===== config.mk =====
export PLATFORM = sky130hd
export DESIGN_NAME = duplicate_packet_filter
export DESIGN_NICKNAME = d
export VERILOG_FILES = /design/src/hdl/dpf_pkg.sv /design/src/hdl/duplicate_packet_filter.sv /design/src/hdl/dpf_entry_ram.sv
export SDC_FILE = /design/constraint.sdc
export NUM_CORES = 2
export LEC_CHECK = 0
export BUFFER_PORTS_ARGS = -buffer_cell sky130_fd_sc_hd__buf_2
export CAP_MARGIN = 20
export CORE_UTILIZATION = 37
export CTS_CLUSTER_SIZE = 40
export DETAILED_ROUTE_END_ITERATION = 16
export GPL_ROUTABILITY_DRIVEN = 0
export PLACE_DENSITY = 0.56
export SLEW_MARGIN = 10
export SYNTH_ARGS = -nofsm -noshare
export SYNTH_HDL_FRONTEND = slang
export SYNTH_SLANG_ARGS = --single-unit

===== constraint.sdc =====
create_clock -name clock -period 7.4 [get_ports clock]
set_input_delay 0.74 -clock clock [delete_from_list [all_inputs] [get_ports clock]]
set_output_delay 0.74 -clock clock [all_outputs]
set_load 0.02 [all_outputs]

===== src/hdl/dpf_pkg.sv =====
// ============================================================================
// dpf_pkg
// Shared types and constants of the duplicate packet filter.
// ============================================================================
package dpf_pkg;

   localparam int ENTRIES = 32;
   localparam int IDX_W   = $clog2(ENTRIES);
   localparam int CNT_W   = $clog2(ENTRIES + 1);

   localparam int ADDR_W  = 48;
   localparam int SEQ_W   = 16;
   localparam int TIME_W  = 48;
   localparam int TTL_W   = 26;

   localparam logic [TTL_W-1:0] TTL_RESET = TTL_W'(5 * 1000 * 1000);

   // configuration port
   localparam int CSR_ADDR_W = 3;
   localparam int CSR_DATA_W = 32;
   localparam logic CSR_TTL_IDX = 1'b0;

   typedef struct packed {
      logic [ADDR_W-1:0] address;
      logic [SEQ_W-1:0]  sequence_number;
      logic [TIME_W-1:0] last_seen;
   } entry_type;

   typedef struct packed {
      logic             en;
      logic [IDX_W-1:0] idx;
      entry_type        data;
   } ram_wr_type;

endpackage


===== src/hdl/duplicate_packet_filter.sv =====
// ============================================================================
// duplicate_packet_filter
// Duplicate suppression cache with a time to live per remembered entry.
// ============================================================================
// Usage:
//   A packet item (source address, sequence number, current time) is taken
//   when start is high and busy is low. The block then scans its entry
//   memory one entry per cycle, expiring entries older than ttl_us, and
//   either refreshes a matching entry (duplicate) or stores the pair in the
//   lowest free entry, else over the oldest one (new).
//   The answer appears on rsp_is_duplicate for one cycle with rsp_valid.
//   There is no back pressure on the result side.
// Timing:
//   A new packet is answered after all ENTRIES entries are scanned; a
//   duplicate is answered as soon as its entry is checked. The next item can be
//   accepted in the cycle the result is shown. The scan time is set by the
//   single read port of the entry memory, read once per entry.
// Reset:
//   Synchronous reset clears all valid bits and loads ttl_us with 5000000.
//   No clearing pass: entry contents are only looked at when valid.
// Configuration:
//   ttl_us at byte address 0 of the APB port, to be written only while idle; the block does not enforce this.
// ============================================================================
module duplicate_packet_filter
   import dpf_pkg::*;
(
   input  logic                  clock,
   input  logic                  reset,
   // packet items
   input  logic                  start,
   output logic                  busy,
   input  logic [ADDR_W-1:0]     req_source_address,
   input  logic [SEQ_W-1:0]      req_sequence_number,
   input  logic [TIME_W-1:0]     req_now_us,
   // results
   output logic                  rsp_valid,
   output logic                  rsp_is_duplicate,
   // configuration
   input  logic                  psel,
   input  logic                  penable,
   input  logic                  pwrite,
   input  logic [CSR_ADDR_W-1:0] paddr,
   input  logic [CSR_DATA_W-1:0] pwdata,
   output logic [CSR_DATA_W-1:0] prdata,
   output logic                  pready
);

   typedef enum logic [1:0] {
      ST_IDLE,
      ST_SCAN,
      ST_COMMIT
   } state_type;

   state_type          state_ff,     state_in;
   logic [TTL_W-1:0]   ttl_ff,       ttl_in;
   logic [ENTRIES-1:0] valid_ff,     valid_in;
   logic [ADDR_W-1:0]  src_ff,       src_in;
   logic [SEQ_W-1:0]   seq_ff,       seq_in;
   logic [TIME_W-1:0]  now_ff,       now_in;
   logic [CNT_W-1:0]   cnt_ff,       cnt_in;
   logic               e1_vld_ff,    e1_vld_in;
   logic [IDX_W-1:0]   e1_idx_ff,    e1_idx_in;
   logic               e2_vld_ff,    e2_vld_in;
   logic [IDX_W-1:0]   e2_idx_ff,    e2_idx_in;
   logic [TIME_W-1:0]  e2_age_ff,    e2_age_in;
   logic               e2_match_ff,  e2_match_in;
   logic               have_free_ff, have_free_in;
   logic [IDX_W-1:0]   free_idx_ff,  free_idx_in;
   logic               have_old_ff,  have_old_in;
   logic [IDX_W-1:0]   old_idx_ff,   old_idx_in;
   logic [TIME_W-1:0]  old_age_ff,   old_age_in;
   logic               rsp_valid_ff, rsp_valid_in;
   logic               rsp_dup_ff,   rsp_dup_in;

   ram_wr_type         ram_wr;
   logic [IDX_W-1:0]   ram_rd_idx;
   entry_type          ram_rd_data;
   logic               expired;
   logic               csr_write;

   dpf_entry_ram u_entry_ram (
      .clock   (clock),
      .wr      (ram_wr),
      .rd_idx  (ram_rd_idx),
      .rd_data (ram_rd_data)
   );

   assign csr_write = psel && penable && pwrite && (paddr[2] == CSR_TTL_IDX);
   assign expired   = e2_age_ff > {{(TIME_W - TTL_W){1'b0}}, ttl_ff};

   always_comb begin
      state_in     = state_ff;
      ttl_in       = ttl_ff;
      valid_in     = valid_ff;
      src_in       = src_ff;
      seq_in       = seq_ff;
      now_in       = now_ff;
      cnt_in       = cnt_ff;
      e1_vld_in    = 1'b0;
      e1_idx_in    = e1_idx_ff;
      have_free_in = have_free_ff;
      free_idx_in  = free_idx_ff;
      have_old_in  = have_old_ff;
      old_idx_in   = old_idx_ff;
      old_age_in   = old_age_ff;
      rsp_valid_in = 1'b0;
      rsp_dup_in   = rsp_dup_ff;
      ram_wr       = '0;
      ram_rd_idx   = cnt_ff[IDX_W-1:0];

      // first evaluation stage: age and tag compare on the read data
      e2_vld_in    = e1_vld_ff;
      e2_idx_in    = e1_idx_ff;
      e2_age_in    = now_ff - ram_rd_data.last_seen;
      e2_match_in  = (ram_rd_data.address == src_ff) &&
                     (ram_rd_data.sequence_number == seq_ff);

      if (csr_write) begin
         ttl_in = pwdata[TTL_W-1:0];
      end

      case (state_ff)
         ST_IDLE: begin
            if (start) begin
               src_in       = req_source_address;
               seq_in       = req_sequence_number;
               now_in       = req_now_us;
               cnt_in       = '0;
               have_free_in = 1'b0;
               have_old_in  = 1'b0;
               state_in     = ST_SCAN;
            end
         end
         ST_SCAN: begin
            if (cnt_ff < CNT_W'(ENTRIES)) begin
               e1_vld_in = 1'b1;
               e1_idx_in = cnt_ff[IDX_W-1:0];
               cnt_in    = cnt_ff + 1'b1;
            end
            if (e2_vld_ff) begin
               if (e2_idx_ff == IDX_W'(ENTRIES - 1)) begin
                  state_in = ST_COMMIT;
               end
               if (!valid_ff[e2_idx_ff] || expired) begin
                  valid_in[e2_idx_ff] = 1'b0;
                  if (!have_free_ff) begin
                     have_free_in = 1'b1;
                     free_idx_in  = e2_idx_ff;
                  end
               end else if (e2_match_ff) begin
                  // refresh the hit and stop the scan
                  ram_wr.en                   = 1'b1;
                  ram_wr.idx                  = e2_idx_ff;
                  ram_wr.data.address         = src_ff;
                  ram_wr.data.sequence_number = seq_ff;
                  ram_wr.data.last_seen       = now_ff;
                  rsp_valid_in = 1'b1;
                  rsp_dup_in   = 1'b1;
                  e1_vld_in    = 1'b0;
                  e2_vld_in    = 1'b0;
                  state_in     = ST_IDLE;
               end else if (!have_old_ff || (e2_age_ff > old_age_ff)) begin
                  have_old_in = 1'b1;
                  old_idx_in  = e2_idx_ff;
                  old_age_in  = e2_age_ff;
               end
            end
         end
         ST_COMMIT: begin
            ram_wr.en  = 1'b1;
            ram_wr.idx = have_free_ff ? free_idx_ff :
                         (have_old_ff ? old_idx_ff : '0);
            ram_wr.data.address         = src_ff;
            ram_wr.data.sequence_number = seq_ff;
            ram_wr.data.last_seen       = now_ff;
            valid_in[ram_wr.idx] = 1'b1;
            rsp_valid_in = 1'b1;
            rsp_dup_in   = 1'b0;
            state_in     = ST_IDLE;
         end
         default: begin
            state_in = ST_IDLE;
         end
      endcase
   end

   always_ff @(posedge clock) begin
      if (reset) begin
         state_ff     <= ST_IDLE;
         ttl_ff       <= TTL_RESET;
         valid_ff     <= '0;
         e1_vld_ff    <= 1'b0;
         e2_vld_ff    <= 1'b0;
         rsp_valid_ff <= 1'b0;
      end else begin
         state_ff     <= state_in;
         ttl_ff       <= ttl_in;
         valid_ff     <= valid_in;
         e1_vld_ff    <= e1_vld_in;
         e2_vld_ff    <= e2_vld_in;
         rsp_valid_ff <= rsp_valid_in;
      end
      src_ff       <= src_in;
      seq_ff       <= seq_in;
      now_ff       <= now_in;
      cnt_ff       <= cnt_in;
      e1_idx_ff    <= e1_idx_in;
      e2_idx_ff    <= e2_idx_in;
      e2_age_ff    <= e2_age_in;
      e2_match_ff  <= e2_match_in;
      have_free_ff <= have_free_in;
      free_idx_ff  <= free_idx_in;
      have_old_ff  <= have_old_in;
      old_idx_ff   <= old_idx_in;
      old_age_ff   <= old_age_in;
      rsp_dup_ff   <= rsp_dup_in;
   end

   assign busy             = (state_ff != ST_IDLE);
   assign rsp_valid        = rsp_valid_ff;
   assign rsp_is_duplicate = rsp_dup_ff;
   assign pready           = 1'b1;
   assign prdata = (paddr[2] == CSR_TTL_IDX) ?
                   {{(CSR_DATA_W - TTL_W){1'b0}}, ttl_ff} : '0;

   // an accepted item always makes the block busy
   a_start_busy: assert property (@(posedge clock) disable iff (reset)
      (start && !busy) |=> busy)
      else $error("accepted item did not start a scan");

   // a result is shown exactly when the block returns to idle
   a_rsp_idle: assert property (@(posedge clock) disable iff (reset)
      rsp_valid |-> (!busy && $past(busy)))
      else $error("result strobe outside the end of a scan");

   a_idle_rsp: assert property (@(posedge clock) disable iff (reset)
      (!$past(reset) && $fell(busy)) |-> rsp_valid)
      else $error("scan ended without a result");

   // every entry write must be followed by a result strobe
   a_write_end: assert property (@(posedge clock) disable iff (reset)
      ram_wr.en |=> rsp_valid)
      else $error("entry write without a result");

endmodule


===== src/hdl/dpf_entry_ram.sv =====
// ============================================================================
// dpf_entry_ram
// Entry store: one write port, one read port with registered read data.
// ============================================================================
module dpf_entry_ram
   import dpf_pkg::*;
(
   input  logic             clock,
   input  ram_wr_type       wr,
   input  logic [IDX_W-1:0] rd_idx,
   output entry_type        rd_data
);

   entry_type mem [ENTRIES];
   entry_type rd_data_ff;

   always_ff @(posedge clock) begin
      if (wr.en) begin
         mem[wr.idx] <= wr.data;
      end
   end

   always_ff @(posedge clock) begin
      rd_data_ff <= mem[rd_idx];
   end

   assign rd_data = rd_data_ff;

endmodule

==> results.json <==
{
  "synthArstFlopShare": 0,
  "start_kind": "register",
  "tightest_slew_ns": 1.19,
  "arrival_ns": 6.05,
  "viasPerCell": 5.55,
  "synth.cell_area_mm2": 0.154,
  "dieArea_mm2": 0.418,
  "internal-power_w": 0.0399,
  "rsz0062_at_grt": "no",
  "drtAntennaViolNets": 0,
  "slowest_delay_ns": 0.85,
  "first_iter_violations": 7984,
  "cts_root_buf": "clkbuf_16",
  "coreArea_mm2": 0.413,
  "synthToLayoutAreaGrowth_pct": 15.4,
  "r2r_slack_ns": 1.96,
  "htree_levels": 5,
  "antenna_found_initial": 20,
  "ys_types": 79,
  "dp_hpwl_um": 203000,
  "final_area_mm2": 0.177,
  "row_count": 236,
  "cts.sinks": 3997,
  "power_frac_seq": 0.469,
  "wirelength_um": 399000,
  "net-switching-power_w": 0.0139,
  "postCtsHoldBufs": 127,
  "first_global_vias": 75171,
  "setup_viol": 0,
  "initial_core_util": 0.372,
  "ys_warn_count": 0,
  "critical_path_class": "reg -> reg",
  "r2r-end": "u_entry_ram.mem[15][3]$_DFFE_PP_",
  "final_cell_mix": "edfxtp_1 (3,768), mux4_2 (1,123), clkbuf_16 (419), dfxtp_1 (229), buf_2 (173)",
  "clockPowerShare": 0.382,
  "drv_cap": 0,
  "period_needed_ns": 5.44,
  "post_dp_cell_area_mm2": 0.163,
  "total_power_w": 0.0538,
  "cp.required_ns": 8.01,
  "clk_pin_slew_ns": 0.06,
  "clk_latency_ns": 0.98,
  "grt_pass1_wl_um": 564000,
  "ff2ff_path_depth": 10,
  "period_share": 0.735,
  "critPathTopFamily": "simple AND/OR/NAND/NOR gates",
  "synth_flop_cell": "edfxtp_1",
  "hold_depth": 1,
  "reg2reg_from": "e2_age_ff[29]$_DFF_P_",
  "cts_setup_buffers": 0,
  "grt_max_degree": 152,
  "p_per_area_mw_per_mm2": 303,
  "syn-instance-count": 6794,
  "cts_resized": 0,
  "skew_ns": 0.0852,
  "cts_buffers": 412,
  "via_count": 73132,
  "gr-total-overflow": 0,
  "crit_chain": "or4_1, nor3_1, o2111a_1, nand4_1, a21oi_1, a32oi_1, nand3b_1, nor2_4, buf_16, buf_12",
  "io_pins": 189,
  "grt_usage": 0.188,
  "crit_path_max_fanout": 27,
  "relSlewSlack": 0.203,
  "hold_end": "now_ff[0]$_DFFE_PP_",
  "clock_path_buffers": 4,
  "power_frac_comb": 0.149,
  "setup_tns_ns": 0,
  "switching_share": 0.259,
  "hold_viol_final": 0,
  "die_w_um": 647,
  "hp-class": "in -> reg",
  "cts_tree": "built",
  "first_pass_iters": 6,
  "outcome": "finished, final reports clean",
  "cellLeakagePower_nw": 65.1,
  "place.port_buffers": 173,
  "layout-drive-gt1-share": 0.287,
  "synth_seq_area_share": 0.766,
  "ir_drop_uv": 476,
  "layout_commonest_cell": "edfxtp_1",
  "clock.fmax_ghz": 0.184,
  "holdWs_ns": 0.0793,
  "min_from": "req_now_us[0]",
  "slowest_stage": "nand3b_1",
  "nNetsFinal": 7634,
  "routedWlPerCell_um": 30.3,
  "ys_ff_latch": 3997,
  "syn_area_per_cell_um2": 22.6,
  "die_y_um": 647,
  "synth-edff-count": 3768,
  "slew_violations": 0,
  "crit_buf_inv": 2,
  "end_kind": "register",
  "drc": 0,
  "nFillCells": 35041
}
-- worst register-to-register path, stage by stage (launching register included) --
cell      delay [ns]
dfxtp_1         0.32
or4_1           0.55
nor3_1          0.43
o2111a_1        0.32
nand4_1         0.33
a21oi_1         0.60
a32oi_1         0.27
nand3b_1        0.85
nor2_4          0.84
buf_16          0.25
buf_12          0.31
-- state kept, by name (all words and copies together) (netlist names), 6 cells and up --
name                 flops
u_entry_ram.mem       3584
u_entry_ram.rd_data    112
e2_age_ff               48
now_ff                  48
old_age_ff              48
src_ff                  48
valid_ff                32
ttl_ff                  26
seq_ff                  16
cnt_ff                   6
-- worst max path at each step --
stage                                       start                                 to  slack (ns)  cells past startpoint
after floorplan           ttl_ff[17]$_SDFFE_PP0P_    u_entry_ram.mem[4][0]$_DFFE_PP_       -0.46                     12
after global placement      e2_age_ff[29]$_DFF_P_   u_entry_ram.mem[9][11]$_DFFE_PP_        1.81                      9
after detailed placement    e2_age_ff[29]$_DFF_P_  u_entry_ram.mem[28][42]$_DFFE_PP_        1.97                     11
after CTS                   e2_age_ff[29]$_DFF_P_   u_entry_ram.mem[15][6]$_DFFE_PP_        1.93                     10
after global routing        e2_age_ff[29]$_DFF_P_   u_entry_ram.mem[15][6]$_DFFE_PP_        1.74                     10
final                       e2_age_ff[29]$_DFF_P_   u_entry_ram.mem[15][3]$_DFFE_PP_        1.96                     10
-- logic make-up (layout without fill, tap and decap cells) --
group | after synthesis | count (layout) | share of synthesized area
AOI/OAI and AO/OA | 332 | 332 | 0.0146
xor gates and xnor gates | 112 | 112 | 0.00638
adders and majority gates | 126 | 126 | 0.0103
buffers and inverters | 474 | 1380 | 0.0119
DFF | 3997 | 3997 | 0.766
muxes | 1246 | 1246 | 0.174
other | 2 | 12 | 0.0000489
and+or+nand+nor | 505 | 505 | 0.0170
-- power groups by stage --
stage	registers (W)	logic (W)	clock network, W
finish	0.0253	0.00800	0.0206
global route	0.0253	0.00857	0.0217
CTS	0.0253	0.00822	0.0209
detailed placement	0.0257	0.00815	0
global placement	0.0257	0.00815	0
floorplan	0.0254	0.00585	0
-- routing by layer --
layer  up-vias  global-route usage  wire length, um
li1      29754                   -                -
met1     40053               0.270           173000
met2      2777               0.304           191000
met3       546              0.0260            25700
met4         2              0.0456             9410
met5         -                   0               12
-- final cells by class --
| type | count | area [um2] | share of cell area |
|---|---|---|---|
| diodes | 5 | 12.5 | 0.0000705 |
| clock inverters | 207 | 2040 | 0.0115 |
| inverters | 148 | 556 | 0.00313 |
| flip-flops and latches | 3997 | 118000 | 0.663 |
| clock buffers | 557 | 11400 | 0.0641 |
| repair buffers | 468 | 4460 | 0.0251 |
| multi-input cells | 2328 | 34500 | 0.194 |
| well taps | 5474 | 6850 | 0.0386 |
-- cells in the mapped netlist, types with 20 or more instances --
cell	number	area share
a21o_1	42	0.0021
a21oi_1	90	0.0029
and2_1	121	0.0049
buf_1	62	0.0015
clkbuf_1	251	0.0061
dfxtp_1	229	0.030
edfxtp_1	3768	0.74
ha_1	125	0.010
inv_1	146	0.0036
mux2_2	112	0.0082
mux4_2	1123	0.16
nand2_1	114	0.0028
nand3_1	33	0.0011
nand4_1	30	0.0012
nor2_1	101	0.0025
nor4_1	28	0.0011
o21ai_0	45	0.0015
o311ai_0	20	0.0011
xnor2_1	28	0.0016
xor2_1	84	0.0048
-- stage by stage --
stage | utilization | setup slack (ns) | instances
after global routing | 0.429 | 1.74 | 13180
after global placement | 0.393 | 1.81 | 12275
final | 0.429 | 1.96 | 13184
after CTS | 0.429 | 1.93 | 13168
after floorplan | - | -0.456 | 6799
after detailed placement | 0.393 | 1.97 | 12277
No activity file was read; power rests on OpenSTA's default activity.
